**src/design/vpdt_pkg.sv**
```systemverilog
// Shared constants, codes and controller/datapath interface types for the vertex dedup table.
package vpdt_pkg;

  localparam int TABLE_DEPTH = 256;
  localparam int ADDR_W      = $clog2(TABLE_DEPTH);
  localparam int CNT_W       = $clog2(TABLE_DEPTH + 1);
  localparam int HALF_W      = 16;
  localparam int KEY_W       = 2 * HALF_W;
  localparam int RIDX_W      = 8;
  localparam int SLOT_W      = 8;
  localparam int STATUS_W    = 2;
  localparam int RCMP_W      = (CNT_W > RIDX_W) ? CNT_W : RIDX_W;

  localparam logic OP_ADD  = 1'b0;
  localparam logic OP_READ = 1'b1;

  localparam logic [STATUS_W-1:0] ST_OK    = 2'd0;
  localparam logic [STATUS_W-1:0] ST_FULL  = 2'd1;
  localparam logic [STATUS_W-1:0] ST_RANGE = 2'd2;

  typedef struct packed {
    logic accept;
    logic rd_issue;
    logic rd_result;
    logic scan;
    logic out_load;
  } vpdt_cmd_t;

  typedef struct packed {
    logic op_read;
    logic scan_done;
    logic out_free;
  } vpdt_stat_t;

endpackage

```
**src/design/vpdt_ctrl.sv**
```systemverilog
// Controller state machine sequencing read, key scan and result hand-off.
module vpdt_ctrl (
  input  logic               clk_i,
  input  logic               rst_ni,
  input  logic               in_valid_i,
  output logic               in_ready_o,
  input  vpdt_pkg::vpdt_stat_t stat_i,
  output vpdt_pkg::vpdt_cmd_t  cmd_o
);
  import vpdt_pkg::*;

  localparam logic [2:0] S_IDLE   = 3'd0;
  localparam logic [2:0] S_RD     = 3'd1;
  localparam logic [2:0] S_RD_CMP = 3'd2;
  localparam logic [2:0] S_SCAN   = 3'd3;
  localparam logic [2:0] S_DONE   = 3'd4;

  logic [2:0] state_q, state_d;
  logic       accept;

  assign in_ready_o = (state_q == S_IDLE);
  assign accept     = in_valid_i && in_ready_o;

  always_comb begin
    state_d        = state_q;
    cmd_o          = '0;
    cmd_o.accept   = accept;
    case (state_q)
      S_IDLE: begin
        if (accept) begin
          state_d = S_SCAN;
        end
      end
      S_RD: begin
        cmd_o.rd_issue = 1'b1;
        state_d        = S_RD_CMP;
      end
      S_RD_CMP: begin
        cmd_o.rd_result = 1'b1;
        state_d         = S_DONE;
      end
      S_SCAN: begin
        if (stat_i.op_read) begin
          state_d = S_RD;
        end else begin
          cmd_o.scan = 1'b1;
          if (stat_i.scan_done) begin
            state_d = S_DONE;
          end
        end
      end
      S_DONE: begin
        if (stat_i.out_free) begin
          cmd_o.out_load = 1'b1;
          state_d        = S_IDLE;
        end
      end
      default: begin
        state_d = S_IDLE;
      end
    endcase
  end

  always_ff @(posedge clk_i or negedge rst_ni) begin
    if (!rst_ni) begin
      state_q <= S_IDLE;
    end else begin
      state_q <= state_d;
    end
  end

endmodule

```
**config.mk**
```make
export PLATFORM = sky130hd
export DESIGN_NAME = vpdt_ctrl
export DESIGN_NICKNAME = d
export VERILOG_FILES = /design/src/design/vpdt_pkg.sv /design/src/design/vpdt_ctrl.sv
export SDC_FILE = /design/constraint.sdc
export NUM_CORES = 1
export LEC_CHECK = 0
export BUFFER_PORTS_ARGS = -buffer_cell sky130_fd_sc_hd__buf_2
export CAP_MARGIN = 20
export CORE_AREA = 2 2 39 41
export DETAILED_ROUTE_END_ITERATION = 16
export DIE_AREA = 0 0 41 43
export PLACE_DENSITY_LB_ADDON = 0.08
export SYNTH_ARGS = -nofsm -noshare
export SYNTH_HDL_FRONTEND = slang
export SYNTH_SLANG_ARGS = --single-unit
```
**constraint.sdc**
```tcl
create_clock -name clk_i -period 2 [get_ports clk_i]
set_clock_uncertainty 0.15 [all_clocks]
set_input_delay 0.4 -clock clk_i [delete_from_list [all_inputs] [get_ports clk_i]]
set_output_delay 0.4 -clock clk_i [all_outputs]
set_load 0.03 [all_outputs]
```
==> impl_results.md <==
* Avg Synthesized Cell Area at 9.64 sq um
* Cell type with the highest aggregate area in the netlist: sky130_fd_sc_hd__dfrtp_1
* Slack of the worst reg-to-reg path at 0.86 ns
* CTS root buffer: sky130_fd_sc_hd__clkbuf_4
* Final Max Tran Viols at 0
* Total gr overflow at 0
* Number of maximum-capacitance constraint violations at 0
* Die area at 1760 sq um
* Total of fill cells in the finished design at 169
* Critical path origin: state_q[0]
* Floorplan Core Area at 1380 sq um
* Portion of the clock cycle consumed by the worst path in the final layout at 89.1%
* Routed wire per std cell at 9.66 um
* Clock period minus final worst setup slack at 1.78 ns
* Peak Freq at 561 MHz
* Cell Pwr Density at 1680 nW/um^2
* TritonCTS Sinks at 3
* Vias at 212
* Clk slew on worst S/H paths at 0.04 ns
* Maximum fanout along the worst path at 9
* Final Hold Vio Count at 0
* Sequential fraction of the synthesis area at 32.4%
* Crit path setup slack, layout at 0.219 ns
* Nature of the critical path endpoint: primary output
* Yosys synthesis warning count at 0
* Clock network latency to the later pin of the worst-skew pair at 0.23 ns
* Number of top-level pins at 12
* Total Nets Final at 44
* Data required, critical path at 1.45 ns
* Outcome: finished, final reports clean
* Cells on Worst Hold Path at 2
* Antenna violations before repair at 0
* Total clock buffers created by CTS at 3
* Count of input and output buffers at 11
* Ant diodes at 0
* Wire length of the first global-routing pass at 855 um
* Final setup violation count at 0
* Vias per inst at 4.00
* Most frequent cells in the layout: sky130_fd_sc_hd__buf_2, sky130_fd_sc_hd__nand2_1, sky130_fd_sc_hd__clkbuf_4, sky130_fd_sc_hd__dfrtp_1
* Portion of synthesized cell area occupied by the leading cell type at 32.4%
* Syn Inst Count at 24
* Cells taking the most area after synthesis: sky130_fd_sc_hd__dfrtp_1, sky130_fd_sc_hd__nor3_4, sky130_fd_sc_hd__buf_4
* Synthesis-stage register bit count at 3
* Length of the first detailed-routing pass in iterations at 2
* Number of flip-flops in the largest register at 3
* Biggest regs: state_q (3)
* Peak ir drop on the vdd network at 357 uV
* Area growth from synthesis to final layout at 36.8%
* Maximum number of pins on one net before global-route repair at 10
* Worst reg2reg endpoint: state_q[2]
* Worst Reg2Reg Path Length in Cells at 3
* Mapped cell area at 231 sq um
* Worst hold path type: primary input to flop
* Category of the most critical setup path: flop to primary output
* Placement Setup Slack at 0.454 ns
* Number of distinct library cells after synthesis at 17
* Number of design-rule violations left by the first detailed-router iteration at 2
* Most frequent standard cell in the layout excluding fill and tap cells: sky130_fd_sc_hd__buf_2
* Number of placement rows at 14
* Post-detailed-route count of antenna-violating nets at 0
* Resized cells post-CTS at 0
* HPWL reported at the end of detailed placement at 374 um
* Via count of the first global-routing pass at 213
* Initial core utilization at 16.7%
* Share of post-route cells with drive strength above 1 at 48.6%
* Drc violations at 0
* Capture point of the worst path: cmd_o[0]
* Combined global-route utilization of all metal layers at 7.85%
* CTS max path bufs at 2
* H-tree levels at 1
* Die boundary width at 41 um
* Transition at the pin with the smallest max-transition slack at 0.324 ns
* Setup TNS Final at 0 ns
* Beginning of the worst register-to-register path: state_q[2]
* CTS tree: built
* Normalized max-slew margin at 78.4%
* Last weighted congestion value of the routability-driven placer at 0.621
* Data arrival time of the worst path at 1.23 ns
* Unrepaired setup endpoints after global routing: no
* Static power due to leakage at 0.000155 uW
* Number of nets produced by synthesis at 30
* Register ranked first by flip-flop count: state_q
* Startpoint type of the worst setup path: flop
* Total wire length at 512 um
* Die span in y at 43 um
[critical path, cell delays in order, from the launching register on]
cell	delay, ns
sky130_fd_sc_hd__dfrtp_1	0.48
sky130_fd_sc_hd__nor2_1	0.16
sky130_fd_sc_hd__and3_1	0.17
sky130_fd_sc_hd__buf_2	0.19
[power breakdown]
part	internal [uW]	switching (uW)
clock network	74.7	29.6
registers	88.4	70.3
logic	108	163
total	271	263
[worst min path at each step]
stage	from	endpoint	slack, ns
final	stat_i[0]	state_q[2]	0.21
after global routing	stat_i[0]	state_q[2]	0.21
after CTS	stat_i[0]	state_q[2]	0.20
after detailed placement	rst_ni	state_q[2]	0.05
after global placement	rst_ni	state_q[2]	0.05
after floorplan	rst_ni	state_q[0]	-0.05
[metal layers]
layer | vias up | track usage (%) | routed length [um]
met5 | - | 0 | 0
met4 | 0 | 8.00 | 0
met1 | 98 | 9.39 | 214
li1 | 106 | - | -
met2 | 8 | 9.69 | 257
met3 | 0 | 3.14 | 40
[cells in the mapped netlist (all sizes together)]
cell type	n
nor3b	2
a21oi	1
nand2b	3
and3	1
o21bai	1
nor2	1
o21ai	2
nand2	3
nor3	2
dfrtp	3
and4bb	1
a21o	1
buf	3
[what timing repair did]
action | 4_1_cts | 5_1_grt
endpoints found under the hold margin | 3 | 0
setup buffers | 0 | 0
hold buffers | 1 | 0
[kinds of logic (layout without fill, tap and decap cells)]
family,after synthesis,count (layout),synth area share [%]
AOI/OAI and AO/OA,5,5,14.6
buffers and inverters,3,16,11.3
DFF,3,3,32.4
and+or+nand+nor,13,13,41.6
[cell type report]
class | count | area (sq um) | share of cell area, %
repair buffers | 12 | 65.1 | 20.6
clock buffers | 4 | 26.3 | 8.30
multi-input cells | 18 | 130 | 41.1
well taps | 16 | 20.0 | 6.32
flip-flops and latches | 3 | 75.1 | 23.7
[metrics by stage]
| step | area [sq um] | power (uW) | hold slack (ns) | instances | util (%) |
|---|---|---|---|---|---|
| global placement | 280 | 433 | 0.0467 | 48 | 20.3 |
| detailed placement | 280 | 432 | 0.0463 | 48 | 20.3 |
| global route | 317 | 581 | 0.212 | 53 | 22.9 |
| floorplan | 231 | 394 | -0.0456 | 24 | - |
| CTS | 317 | 544 | 0.202 | 53 | 22.9 |
| finish | 317 | 533 | 0.208 | 53 | 22.9 |
Note: power is estimated with default switching activity, not from simulation.
